### config.mk
export PLATFORM = sky130hd
export DESIGN_NAME = multi_mouse_state_tracker_core
export DESIGN_NICKNAME = d
export VERILOG_FILES = /design/src/rtl/mmst_pkg.sv /design/src/rtl/multi_mouse_state_tracker_core.sv /design/src/rtl/mmst_front.sv /design/src/rtl/mmst_queue.sv /design/src/rtl/mmst_back.sv
export SDC_FILE = /design/constraint.sdc
export NUM_CORES = 1
export LEC_CHECK = 0
export ABC_AREA = 1
export BUFFER_PORTS_ARGS = -buffer_cell sky130_fd_sc_hd__clkbuf_2
export CAP_MARGIN = 0
export CORE_ASPECT_RATIO = 1.75
export CORE_UTILIZATION = 28
export DETAILED_ROUTE_END_ITERATION = 8
export HOLD_SLACK_MARGIN = 0.08
export SLEW_MARGIN = 20
export SYNTH_ARGS = -nofsm -noshare
export SYNTH_HDL_FRONTEND = slang
export SYNTH_SLANG_ARGS = --single-unit
### constraint.sdc
create_clock -name clk -period 9.4 [get_ports clk]
set_input_delay 1.88 -clock clk [delete_from_list [all_inputs] [get_ports clk]]
set_output_delay 1.88 -clock clk [all_outputs]
set_load 0.005 [all_outputs]
### src/rtl/mmst_pkg.sv
// ----------------------------------------------------------------------------
// mmst_pkg
// Types and codes shared by the multi-mouse state tracker modules.
// ----------------------------------------------------------------------------
package mmst_pkg;

    // Request kinds as they arrive on the input channel.
    localparam logic [2:0] KIND_ATTACH = 3'd0;
    localparam logic [2:0] KIND_DETACH = 3'd1;
    localparam logic [2:0] KIND_REPORT = 3'd2;
    localparam logic [2:0] KIND_QUERY  = 3'd3;
    localparam logic [2:0] KIND_RANK   = 3'd4;

    // Result status codes.
    localparam logic [1:0] ST_OK      = 2'd0;
    localparam logic [1:0] ST_FULL    = 2'd1;
    localparam logic [1:0] ST_MISSING = 2'd2;

    // Depth of the queue between the front and the back.
    localparam int unsigned QUEUE_DEPTH = 2;

    typedef struct packed {
        logic [2:0]        kind;
        logic [6:0]        address;
        logic [2:0]        rank;
        logic [7:0]        buttons;
        logic signed [7:0] delta_x;
        logic signed [7:0] delta_y;
        logic signed [7:0] delta_wheel;
    } req_t;

    typedef struct packed {
        logic [1:0]         status;
        logic [1:0]         slot;
        logic [14:0]        pos_x;
        logic [14:0]        pos_y;
        logic signed [15:0] wheel_pos;
        logic [7:0]         button_state;
        logic [2:0]         mice_present;
        logic [6:0]         found_address;
    } res_t;

    // Operation decided by the front.
    typedef enum logic [2:0] {
        OP_NOP,
        OP_ATTACH,
        OP_DETACH,
        OP_REPORT,
        OP_QUERY,
        OP_RANK,
        OP_REJECT
    } op_t;

    typedef struct packed {
        op_t               op;
        logic [6:0]        address;
        logic [2:0]        rank;
        logic [7:0]        buttons;
        logic signed [7:0] delta_x;
        logic signed [7:0] delta_y;
        logic signed [7:0] delta_wheel;
    } cmd_t;

endpackage

### src/rtl/multi_mouse_state_tracker_core.sv
// ----------------------------------------------------------------------------
// multi_mouse_state_tracker_core
// Tracks position, wheel and buttons of up to SLOTS mice by device address.
// ----------------------------------------------------------------------------
// Usage:
//   A request enters on req/req_valid/req_ready and is one of attach,
//   detach, report, query by address or address by rank. Every request
//   gives exactly one result on res/res_valid/res_ready, in request order.
//   The front classifies a request in the cycle it is accepted and places
//   it in a two-entry queue; the back takes one request a cycle from the
//   queue while its result register is free or being taken, updates the
//   slot table and registers the result.
//   A result passes through the queue entry and then the result register
//   before res_valid rises, and one request a cycle is sustained while the
//   output is not stalled.
//   Reset empties the table and the queue and drops res_valid.
//   When the receiver stalls, the result is held in the output register,
//   the queue fills with up to two further requests, and req_ready then
//   falls until the result is taken.
// ----------------------------------------------------------------------------
module multi_mouse_state_tracker_core #(
    parameter int unsigned SLOTS = 4
) (
    input  logic           clk,
    input  logic           rst_n,
    input  logic           req_valid,
    output logic           req_ready,
    input  mmst_pkg::req_t req,
    output logic           res_valid,
    input  logic           res_ready,
    output mmst_pkg::res_t res
);
    import mmst_pkg::*;

    logic push_valid;
    logic push_ready;
    cmd_t push_data;
    logic pop_valid;
    logic pop_ready;
    cmd_t pop_data;

    mmst_front u_front (
        .req_valid  (req_valid),
        .req_ready  (req_ready),
        .req        (req),
        .push_valid (push_valid),
        .push_ready (push_ready),
        .push_data  (push_data)
    );

    mmst_queue u_queue (
        .clk        (clk),
        .rst_n      (rst_n),
        .push_valid (push_valid),
        .push_ready (push_ready),
        .push_data  (push_data),
        .pop_valid  (pop_valid),
        .pop_ready  (pop_ready),
        .pop_data   (pop_data)
    );

    mmst_back #(
        .SLOTS (SLOTS)
    ) u_back (
        .clk       (clk),
        .rst_n     (rst_n),
        .pop_valid (pop_valid),
        .pop_ready (pop_ready),
        .pop_data  (pop_data),
        .res_valid (res_valid),
        .res_ready (res_ready),
        .res       (res)
    );

endmodule

### src/rtl/mmst_front.sv
// ----------------------------------------------------------------------------
// mmst_front
// Accepts requests and classifies them into operations for the back.
// ----------------------------------------------------------------------------
module mmst_front (
    input  logic           req_valid,
    output logic           req_ready,
    input  mmst_pkg::req_t req,
    output logic           push_valid,
    input  logic           push_ready,
    output mmst_pkg::cmd_t push_data
);
    import mmst_pkg::*;

    op_t op;

    // Address zero never names a mouse, so any request that needs one is
    // turned into a plain rejection here.
    always_comb
    begin
        case (req.kind)
            KIND_ATTACH: op = (req.address == 7'd0) ? OP_REJECT : OP_ATTACH;
            KIND_DETACH: op = (req.address == 7'd0) ? OP_REJECT : OP_DETACH;
            KIND_REPORT: op = (req.address == 7'd0) ? OP_REJECT : OP_REPORT;
            KIND_QUERY:  op = (req.address == 7'd0) ? OP_REJECT : OP_QUERY;
            KIND_RANK:   op = OP_RANK;
            default:     op = OP_NOP;
        endcase
    end

    always_comb
    begin
        push_data.op          = op;
        push_data.address     = req.address;
        push_data.rank        = req.rank;
        push_data.buttons     = req.buttons;
        push_data.delta_x     = req.delta_x;
        push_data.delta_y     = req.delta_y;
        push_data.delta_wheel = req.delta_wheel;
    end

    assign push_valid = req_valid;
    assign req_ready  = push_ready;

endmodule

### src/rtl/mmst_queue.sv
// ----------------------------------------------------------------------------
// mmst_queue
// Short first-in first-out queue of classified operations.
// ----------------------------------------------------------------------------
module mmst_queue (
    input  logic           clk,
    input  logic           rst_n,
    input  logic           push_valid,
    output logic           push_ready,
    input  mmst_pkg::cmd_t push_data,
    output logic           pop_valid,
    input  logic           pop_ready,
    output mmst_pkg::cmd_t pop_data
);
    import mmst_pkg::*;

    localparam int unsigned PW = (QUEUE_DEPTH > 1) ? $clog2(QUEUE_DEPTH) : 1;
    localparam int unsigned CW = $clog2(QUEUE_DEPTH + 1);

    cmd_t          entry_reg [QUEUE_DEPTH];
    logic [PW-1:0] wr_ptr_reg;
    logic [PW-1:0] wr_ptr_next;
    logic [PW-1:0] rd_ptr_reg;
    logic [PW-1:0] rd_ptr_next;
    logic [CW-1:0] count_reg;
    logic [CW-1:0] count_next;
    logic          push;
    logic          pop;

    assign push_ready = (count_reg != CW'(QUEUE_DEPTH));
    assign pop_valid  = (count_reg != '0);
    assign pop_data   = entry_reg[rd_ptr_reg];
    assign push       = push_valid && push_ready;
    assign pop        = pop_valid && pop_ready;

    always_comb
    begin
        wr_ptr_next = wr_ptr_reg;
        rd_ptr_next = rd_ptr_reg;
        count_next  = count_reg;
        if (push)
        begin
            wr_ptr_next = (wr_ptr_reg == PW'(QUEUE_DEPTH - 1)) ? '0 : wr_ptr_reg + 1'b1;
        end
        if (pop)
        begin
            rd_ptr_next = (rd_ptr_reg == PW'(QUEUE_DEPTH - 1)) ? '0 : rd_ptr_reg + 1'b1;
        end
        if (push && !pop)
        begin
            count_next = count_reg + 1'b1;
        end
        else if (pop && !push)
        begin
            count_next = count_reg - 1'b1;
        end
    end

    always_ff @(posedge clk or negedge rst_n)
    begin
        if (!rst_n)
        begin
            wr_ptr_reg <= '0;
            rd_ptr_reg <= '0;
            count_reg  <= '0;
        end
        else
        begin
            wr_ptr_reg <= wr_ptr_next;
            rd_ptr_reg <= rd_ptr_next;
            count_reg  <= count_next;
        end
    end

    always_ff @(posedge clk)
    begin
        if (push)
        begin
            entry_reg[wr_ptr_reg] <= push_data;
        end
    end

endmodule

### src/rtl/mmst_back.sv
// ----------------------------------------------------------------------------
// mmst_back
// Holds the slot table, carries out one operation a cycle while the result
// register is free or taken and registers the result for the output channel.
// ----------------------------------------------------------------------------
module mmst_back #(
    parameter int unsigned SLOTS = 4
) (
    input  logic           clk,
    input  logic           rst_n,
    input  logic           pop_valid,
    output logic           pop_ready,
    input  mmst_pkg::cmd_t pop_data,
    output logic           res_valid,
    input  logic           res_ready,
    output mmst_pkg::res_t res
);
    import mmst_pkg::*;

    localparam int unsigned IW = (SLOTS > 1) ? $clog2(SLOTS) : 1;
    localparam int unsigned CW = $clog2(SLOTS + 1);
    localparam int unsigned RW = CW + 3;

    logic [6:0]  addr_reg   [SLOTS];
    logic [14:0] x_reg      [SLOTS];
    logic [14:0] y_reg      [SLOTS];
    logic [15:0] wheel_reg  [SLOTS];
    logic [7:0]  btn_reg    [SLOTS];
    logic [CW-1:0] count_reg;
    logic [CW-1:0] count_next;

    logic    res_valid_reg;
    res_t    res_reg;
    res_t    res_next;

    logic          fire;
    logic          match_hit;
    logic [IW-1:0] match_idx;
    logic          free_hit;
    logic [IW-1:0] free_idx;
    logic          rank_hit;
    logic [IW-1:0] rank_idx;
    logic [RW-1:0] seen;

    logic          sel_ok;
    logic [IW-1:0] sel_idx;
    logic [IW+1:0] sel_ext;
    logic [RW-1:0] count_ext;
    logic          show;
    logic [6:0]    found;
    logic [1:0]    status;

    logic [14:0] new_x;
    logic [14:0] new_y;
    logic [15:0] new_wheel;

    logic wr_attach;
    logic wr_detach;
    logic wr_report;

    // Adds a signed byte to a position and holds the sum within 0..32767.
    function automatic logic [14:0] clamp_add(input logic [14:0] pos, input logic [7:0] d);
        logic [16:0] sum;
        sum = {2'b00, pos} + {{9{d[7]}}, d};
        if (sum[16])
        begin
            clamp_add = '0;
        end
        else if (sum[15])
        begin
            clamp_add = '1;
        end
        else
        begin
            clamp_add = sum[14:0];
        end
    endfunction

    assign fire      = pop_valid && pop_ready;
    assign pop_ready = !res_valid_reg || res_ready;
    assign res_valid = res_valid_reg;
    assign res       = res_reg;

    // Lowest slot holding the address, lowest free slot, and the slot of the
    // requested rank among occupied slots in slot order.
    always_comb
    begin
        match_hit = 1'b0;
        match_idx = '0;
        free_hit  = 1'b0;
        free_idx  = '0;
        rank_hit  = 1'b0;
        rank_idx  = '0;
        seen      = '0;
        for (int i = 0; i < SLOTS; i++)
        begin
            if (!match_hit && addr_reg[i] == pop_data.address)
            begin
                match_hit = 1'b1;
                match_idx = IW'(i);
            end
            if (!free_hit && addr_reg[i] == 7'd0)
            begin
                free_hit = 1'b1;
                free_idx = IW'(i);
            end
            if (addr_reg[i] != 7'd0)
            begin
                if (!rank_hit && seen == {{CW{1'b0}}, pop_data.rank})
                begin
                    rank_hit = 1'b1;
                    rank_idx = IW'(i);
                end
                seen = seen + 1'b1;
            end
        end
    end

    always_comb
    begin
        sel_ok    = 1'b0;
        sel_idx   = '0;
        show      = 1'b0;
        found     = '0;
        status    = ST_OK;
        wr_attach = 1'b0;
        wr_detach = 1'b0;
        wr_report = 1'b0;
        case (pop_data.op)
            OP_ATTACH:
            begin
                sel_ok    = free_hit;
                sel_idx   = free_idx;
                show      = free_hit;
                wr_attach = free_hit;
                status    = free_hit ? ST_OK : ST_FULL;
            end
            OP_DETACH:
            begin
                sel_ok    = match_hit;
                sel_idx   = match_idx;
                wr_detach = match_hit;
                status    = match_hit ? ST_OK : ST_MISSING;
            end
            OP_REPORT:
            begin
                sel_ok    = match_hit;
                sel_idx   = match_idx;
                show      = match_hit;
                wr_report = match_hit;
                status    = match_hit ? ST_OK : ST_MISSING;
            end
            OP_QUERY:
            begin
                sel_ok  = match_hit;
                sel_idx = match_idx;
                show    = match_hit;
                status  = match_hit ? ST_OK : ST_MISSING;
            end
            OP_RANK:
            begin
                sel_ok  = rank_hit;
                sel_idx = rank_idx;
                found   = rank_hit ? addr_reg[rank_idx] : 7'd0;
                status  = rank_hit ? ST_OK : ST_MISSING;
            end
            OP_REJECT:
            begin
                status = ST_MISSING;
            end
            default:
            begin
                status = ST_OK;
            end
        endcase
    end

    assign new_x     = clamp_add(x_reg[sel_idx], pop_data.delta_x);
    assign new_y     = clamp_add(y_reg[sel_idx], pop_data.delta_y);
    assign new_wheel = wheel_reg[sel_idx] + {{8{pop_data.delta_wheel[7]}}, pop_data.delta_wheel};

    always_comb
    begin
        count_next = count_reg;
        if (wr_attach)
        begin
            count_next = count_reg + 1'b1;
        end
        else if (wr_detach && count_reg != '0)
        begin
            count_next = count_reg - 1'b1;
        end
    end

    assign sel_ext   = {2'b00, (sel_ok ? sel_idx : {IW{1'b0}})};
    assign count_ext = {3'b000, count_next};

    always_comb
    begin
        res_next.status        = status;
        res_next.slot          = sel_ext[1:0];
        res_next.pos_x         = '0;
        res_next.pos_y         = '0;
        res_next.wheel_pos     = '0;
        res_next.button_state  = '0;
        res_next.mice_present  = count_ext[2:0];
        res_next.found_address = found;
        if (show)
        begin
            if (wr_report)
            begin
                res_next.pos_x        = new_x;
                res_next.pos_y        = new_y;
                res_next.wheel_pos    = new_wheel;
                res_next.button_state = pop_data.buttons;
            end
            else if (!wr_attach)
            begin
                res_next.pos_x        = x_reg[sel_idx];
                res_next.pos_y        = y_reg[sel_idx];
                res_next.wheel_pos    = wheel_reg[sel_idx];
                res_next.button_state = btn_reg[sel_idx];
            end
        end
    end

    always_ff @(posedge clk or negedge rst_n)
    begin
        if (!rst_n)
        begin
            count_reg     <= '0;
            res_valid_reg <= 1'b0;
            for (int i = 0; i < SLOTS; i++)
            begin
                addr_reg[i]  <= '0;
                x_reg[i]     <= '0;
                y_reg[i]     <= '0;
                wheel_reg[i] <= '0;
                btn_reg[i]   <= '0;
            end
        end
        else
        begin
            if (fire)
            begin
                res_valid_reg <= 1'b1;
                count_reg     <= count_next;
                if (wr_attach)
                begin
                    addr_reg[sel_idx]  <= pop_data.address;
                    x_reg[sel_idx]     <= '0;
                    y_reg[sel_idx]     <= '0;
                    wheel_reg[sel_idx] <= '0;
                    btn_reg[sel_idx]   <= '0;
                end
                if (wr_detach)
                begin
                    addr_reg[sel_idx] <= '0;
                end
                if (wr_report)
                begin
                    x_reg[sel_idx]     <= new_x;
                    y_reg[sel_idx]     <= new_y;
                    wheel_reg[sel_idx] <= new_wheel;
                    btn_reg[sel_idx]   <= pop_data.buttons;
                end
            end
            else if (res_ready)
            begin
                res_valid_reg <= 1'b0;
            end
        end
    end

    always_ff @(posedge clk)
    begin
        if (fire)
        begin
            res_reg <= res_next;
        end
    end

endmodule
== Yosys cells after proc, flatten, opt, wreduce, memory -nomap -nowiden ==
Memories as Yosys holds them, arrays and structs flattened.
Index checks and enable logic that the tools add are counted.
Operators by class
  add/sub/neg operators: 11
  multiply operators: 0
  divide/modulo/power cells: 0
  $lt $le $gt $ge: 3
  equal/unequal tests: 18
  shift-type cells: 0
  multiplexer cells: 105
  bitwise gates (word level): 11
  reduce and logical (&&, ||, !) cells: 46
Operator list (count)
  2-to-1 mux 60 bit: 6
  2-to-1 mux 64 bit: 3
  2-to-1 mux 15 bit: 9
  AND 60 bit: 2
  bitwise mux 60 bit: 2
  2-to-1 mux 54 bit: 2
  2-to-1 mux 32 bit: 3
  2-to-1 mux 28 bit: 3
  AND 64 bit: 1
  bitwise mux 64 bit: 1
  inverter 64 bit: 1
  binary-select mux 15 bit (select 2 bit): 2
  inverter 60 bit: 1
  2-to-1 mux 16 bit: 3
  logical NOT 7 bit: 5
  adder 16 x 8 -> 17 bit: 2
  AND 32 bit: 1
  binary-select mux 16 bit (select 2 bit): 1
  bitwise mux 32 bit: 1
  demux 16 bit (select 2 bit): 1
  inverter 32 bit: 1
  demux 15 bit (select 2 bit): 1
  2-to-1 mux 1 bit: 30
  AND 28 bit: 1
  44 further kinds: 111
Word-level totals
  register bits after elaboration: 320
  bits in latches: 0
  RAM bits: 90
  ROM bits: 0
  memories kept: 1
Memories
  u_queue.entry_reg: words 2, bits a word 45, read ports 1, clocked after memory_dff 0, write ports 1, line mmst_queue.sv:20  | cmd_t entry_reg [QUEUE_DEPTH];

== Logic depth before layout (Yosys ltp) ==
An unclocked memory read counts as a cell.
  depth in word-level cells: 28
  gate-level depth with buffers: 41
  depth with buffers taken out: 40

== Hierarchy ==
A second synthesis with hierarchy kept.
Second synthesis, totals
  cell total of the unflattened synthesis: 2345
  area total of the unflattened synthesis: 21236.6 um^2
Modules (own cells, without submodules)
  mmst_back: times used 1, cells each 2015, area each 17266.6 um^2, seq. area each 8247.9 um^2
  mmst_queue: times used 1, cells each 263, area each 3545.9 um^2, seq. area each 2802.7 um^2
  mmst_front: times used 1, cells each 67, area each 424.2 um^2, seq. area each 0.0 um^2

== Worst setup path before layout ==
OpenSTA, ideal clock, no wires.
  path type: register -> register
  from: reg u_back.addr_reg[26] (netlist name)
  to: reg u_back.res_reg (netlist bit u_back.res[47]), data pin
  data arrival time: 5068 ps
  data required time: 9253 ps
  path slack: 4186 ps
  cell stages (with the launch flop): 39
  buffers on the path: 1
  clock period less this slack: 5214 ps
  cells stage by stage: dfrtp_1 > inv_1 > nand3_1 > nor2_1 > inv_1 > ha_1 > inv_1 > nand3_1 > nand2_1 > nand2_1 > nand3_1 > nor2_1 > nand2_1 > o21ai_2 > nand2_2 > clkinv_2 > nand2_2 > nand2_4 > [... 3 more ...] > a21oi_1 > and3_1 > ha_1 > inv_1 > fa_1 > o21ai_0 > nand2_1 > nand2_1 > a21o_1 > nand3_1 > nand2_1 > nand2_1 > nand2_1 > xor2_1 > inv_1 > a21oi_1 > nand2_1 > a21oi_1
On the way
  word-level cells in the longest chain between the ends: 23
  elaborated cells between the ends (all ways): 67
RTL lines
  start, declared: line mmst_back.sv:24  | logic [6:0] addr_reg [SLOTS];
  start signal, assigned by index: line mmst_back.sv:250  | addr_reg[sel_idx] <= pop_data.address;
  branches (longest 23 deep; another with adder 6 x 1 -> 6 bit)
  end signal, assigned: line mmst_back.sv:279  | res_reg <= res_next;
  end, declared: line mmst_back.sv:33  | res_t res_reg;
Parallel ways; which one is timed is not known. The select of a mux whose other input is x is not followed.
A chain may end at the register's enable or synchronous reset.

== Worst setup path after layout ==
  from: reg u_back.addr_reg[18] (netlist name)
  to: reg u_back.res_reg (netlist bit u_back.res[47]), data pin
On the way
  word-level cells in the longest chain between the ends: 19
  elaborated cells between the ends (all ways): 55
RTL lines
  branches (longest 19 deep; another with adder 6 x 1 -> 6 bit)
Parallel ways; which one is timed is not known. The select of a mux whose other input is x is not followed.

==> flow_summary.toml <==
[synthesis]
ys_ff_latch = 410
avgSynthCellArea_um2 = 8.72
synth_async_sr_flop_share_pct = 61.5
synth-main-ff-cell = "dfrtp_1"
yosysUniqueCellTypes = 56
synth-edff-count = 158
yosys_warnings = 0
synth_area_mm2 = 0.0211
synth_nets = 2531
syn_inst = 2424
yosysSeqAreaShare_pct = 52.3

[floorplanning]
chipWidth_um = 210
start_util_pct = 28.2
row_count = 133
io_pins = 119
fp.dieArea_mm2 = 0.0767
coreArea_mm2 = 0.0749
fp.dieH_um = 366

[layout]
drive_above_1_share_pct = 11.0
antenna_cells = 0
multiInputGateArea_mm2 = 0.00861
area_growth_pct = 13.2
largest_register_ffs = 90
layout.area.seq_mm2 = 0.0111
nets = 2602
final.fill_count = 7894

[placed_design]
gp_congestion = 0.965
io_buffers = 118
dp_hpwl_um = 46900

[critical_path]
r2r_start = "u_back.addr_reg[18]"
path_delay_family = "simple AND/OR/NAND/NOR gates"
crit_fanout = 43
required_ps = 9810
worstSetupPathType = "reg -> reg"
cp_data_arrival_time_ps = 7900
r2r_slack_ps = 1910
timing.rr.end = "u_back.res[47]"
cp-end-kind = "flop"
cpMostUsedCell = "nand2_1"
r2r_cells = 33
worstSetupStartpointType = "flop"
cpPeakStageDelay_ps = 630
crit_slowest_cell = "nand2_1"
crit_buf_inv = 4

[drt]
vias = 17600
viasPerCell = 5.07
drc = 0
drtIter0Drc = 1332
wl_per_cell_um = 20.0
drt_pass1_iterations = 6
wl_um = 69300
antenna_left = 0

[hold_path]
holdPathEnd = "u_queue.count_reg[0]"
hold_class = "reg -> reg"
min-delay-start = "u_queue.count_reg[0]"
min_path_cells = 1

[global_routing]
grt_max_degree = 160
grt_pass1_wl_um = 105000
grt_pass1_vias = 17700
track_usage_pct = 18.0
overflow = 0
antenna_found_initial = 1

[clocking]
post_cts_buffers = 0
max-clock-path-buffers = 3
hold_buffers = 0
clkLatencyLatePin_ps = 570
h-tree-depth = 2
post_cts_resized = 0
cts_root_buffer = "clkbuf_16"
cts_buffers = 40
clk_pin_slew_ps = 70
cts.sinks = 410
cts_tree = "done"

[status]
status = "finished, final reports clean"

[timing]
slew_viol_final = 0
worstMarginPinSlew_ps = 1160
max_freq_ghz = 0.133
timing.final.crit_share_pct = 79.7
hold_viol_final = 0
setup_viol = 0
relSlewSlack_pct = 22.0
rsz0062_at_grt = "false"
clock_skew_ps = 26.4
fin_tns_setup_ps = 0
finalCriticalPeriod_ps = 7490

[flow_run]
drv_cap = 0
## cells in the final DEF (no fill, tap or decap), types with 4 or more instances in the layout
| cell type | netlist | layout |
|---|---|---|
| o22ai_1 | 106 | 106 |
| nor3_1 | 6 | 6 |
| dfrtp_1 | 252 | 251 |
| clkbuf_16 | 0 | 44 |
| nor2_2 | 6 | 4 |
| clkinv_2 | 1 | 8 |
| nor2_4 | 4 | 10 |
| edfxtp_1 | 158 | 158 |
| clkbuf_8 | 0 | 4 |
| ha_1 | 55 | 55 |
| clkbuf_1 | 49 | 10 |
| a21oi_1 | 165 | 164 |
| inv_2 | 12 | 12 |
| o21ai_2 | 7 | 7 |
| nand2_2 | 15 | 15 |
| inv_1 | 238 | 238 |
| xnor2_1 | 24 | 24 |
| nor2_1 | 152 | 148 |
| nand4_1 | 25 | 25 |
| or2_2 | 9 | 9 |
| a21o_1 | 7 | 7 |
| nand3_1 | 106 | 106 |
| and3_1 | 18 | 18 |
| and2_1 | 22 | 22 |
| o211ai_1 | 8 | 8 |
| nand2_1 | 549 | 549 |
| xor2_1 | 23 | 22 |
| buf_4 | 13 | 23 |
| o21ai_1 | 41 | 41 |
| a22oi_1 | 30 | 30 |
| o21ai_0 | 228 | 228 |
| clkbuf_2 | 0 | 117 |
## worst register-to-register path, delay by kind of cell, from the launching register on
family	cells	cell delay, ps
and+or+nand+nor	22	3570
AOI/OAI and AO/OA	4	1050
adders and majority gates	2	850
buffers and inverters	4	830
xor gates and xnor gates	1	630
DFF	1	410
## stage by stage
stage / cells / worst slack [ps] / cell area [um^2] / util [%] / hold WS, ps
after detailed placement: 3398 / 2000 / 22600 / 30.2 / 473
after CTS: 3471 / 1990 / 23900 / 32.0 / 480
after floorplan: 2424 / 4190 / 21100 / - / 446
after global routing: 3471 / 1160 / 23900 / 32.0 / 512
final: 3471 / 1910 / 23900 / 32.0 / 476
after global placement: 3398 / 2060 / 22600 / 30.2 / 461
## area by class of cell
| class | count | area share [%] |
|---|---|---|
| clock buffer | 58 | 4.99 |
| sequential | 410 | 46.2 |
| clock inverter | 15 | 0.549 |
| inverter | 253 | 3.98 |
| timing repair buffer | 143 | 3.40 |
| tap | 945 | 4.94 |
| multi-input combinational | 1647 | 36.0 |
## synthesized netlist by cell type, types with 4 or more instances
library cell / instances / area [um^2]
a21o_1: 7 / 52.6
a21oi_1: 165 / 826
a22oi_1: 30 / 225
and2_1: 22 / 138
and3_1: 18 / 113
buf_1: 8 / 30.0
buf_2: 36 / 180
buf_4: 13 / 97.6
buf_6: 8 / 90.1
clkbuf_1: 49 / 184
dfrtp_1: 252 / 6310
edfxtp_1: 158 / 4740
ha_1: 55 / 688
inv_1: 238 / 893
inv_2: 12 / 45.0
nand2_1: 549 / 2060
nand2_2: 15 / 93.8
nand3_1: 106 / 531
nand4_1: 25 / 156
nor2_1: 152 / 571
nor2_2: 6 / 37.5
nor2_4: 4 / 45.0
nor3_1: 6 / 30.0
o211ai_1: 8 / 60.1
o21ai_0: 228 / 1140
o21ai_1: 41 / 205
o21ai_2: 7 / 61.3
o22ai_1: 106 / 663
or2_2: 9 / 56.3
xnor2_1: 24 / 210
xor2_1: 23 / 201
## metal layers
layer	global-route usage (%)	share of wire, %	up-vias
met1	19.7	37	8498
met2	32.7	51	600
met5	0	0.019	-
met4	11.7	6.6	2
li1	-	-	8316
met3	1.95	4.8	183
## worst max-delay path by stage
stage / cells after the start / from / end
after CTS: 29 / u_queue.rd_ptr_reg / u_back.res[47]
after detailed placement: 29 / u_queue.rd_ptr_reg / u_back.res[47]
after global placement: 29 / u_queue.rd_ptr_reg / u_back.res[47]
after global routing: 33 / u_back.addr_reg[18] / u_back.res[47]
final: 33 / u_back.addr_reg[18] / u_back.res[47]
after floorplan: 38 / u_back.addr_reg[26] / u_back.res[47]
## kinds of logic (layout without fill, tap and decap cells)
kind of cell / count (synthesis) / after routing / synth area share, %
buffers and inverters: 367 / 469 / 7.26
xor gates and xnor gates: 47 / 47 / 1.95
AOI/OAI and AO/OA: 619 / 619 / 16.5
DFF: 410 / 410 / 52.3
adders and majority gates: 58 / 58 / 3.54
and+or+nand+nor: 923 / 923 / 18.5
Power is not shown: default switching activity piles up to over one toggle a cycle in this logic, so the estimate is an artifact.
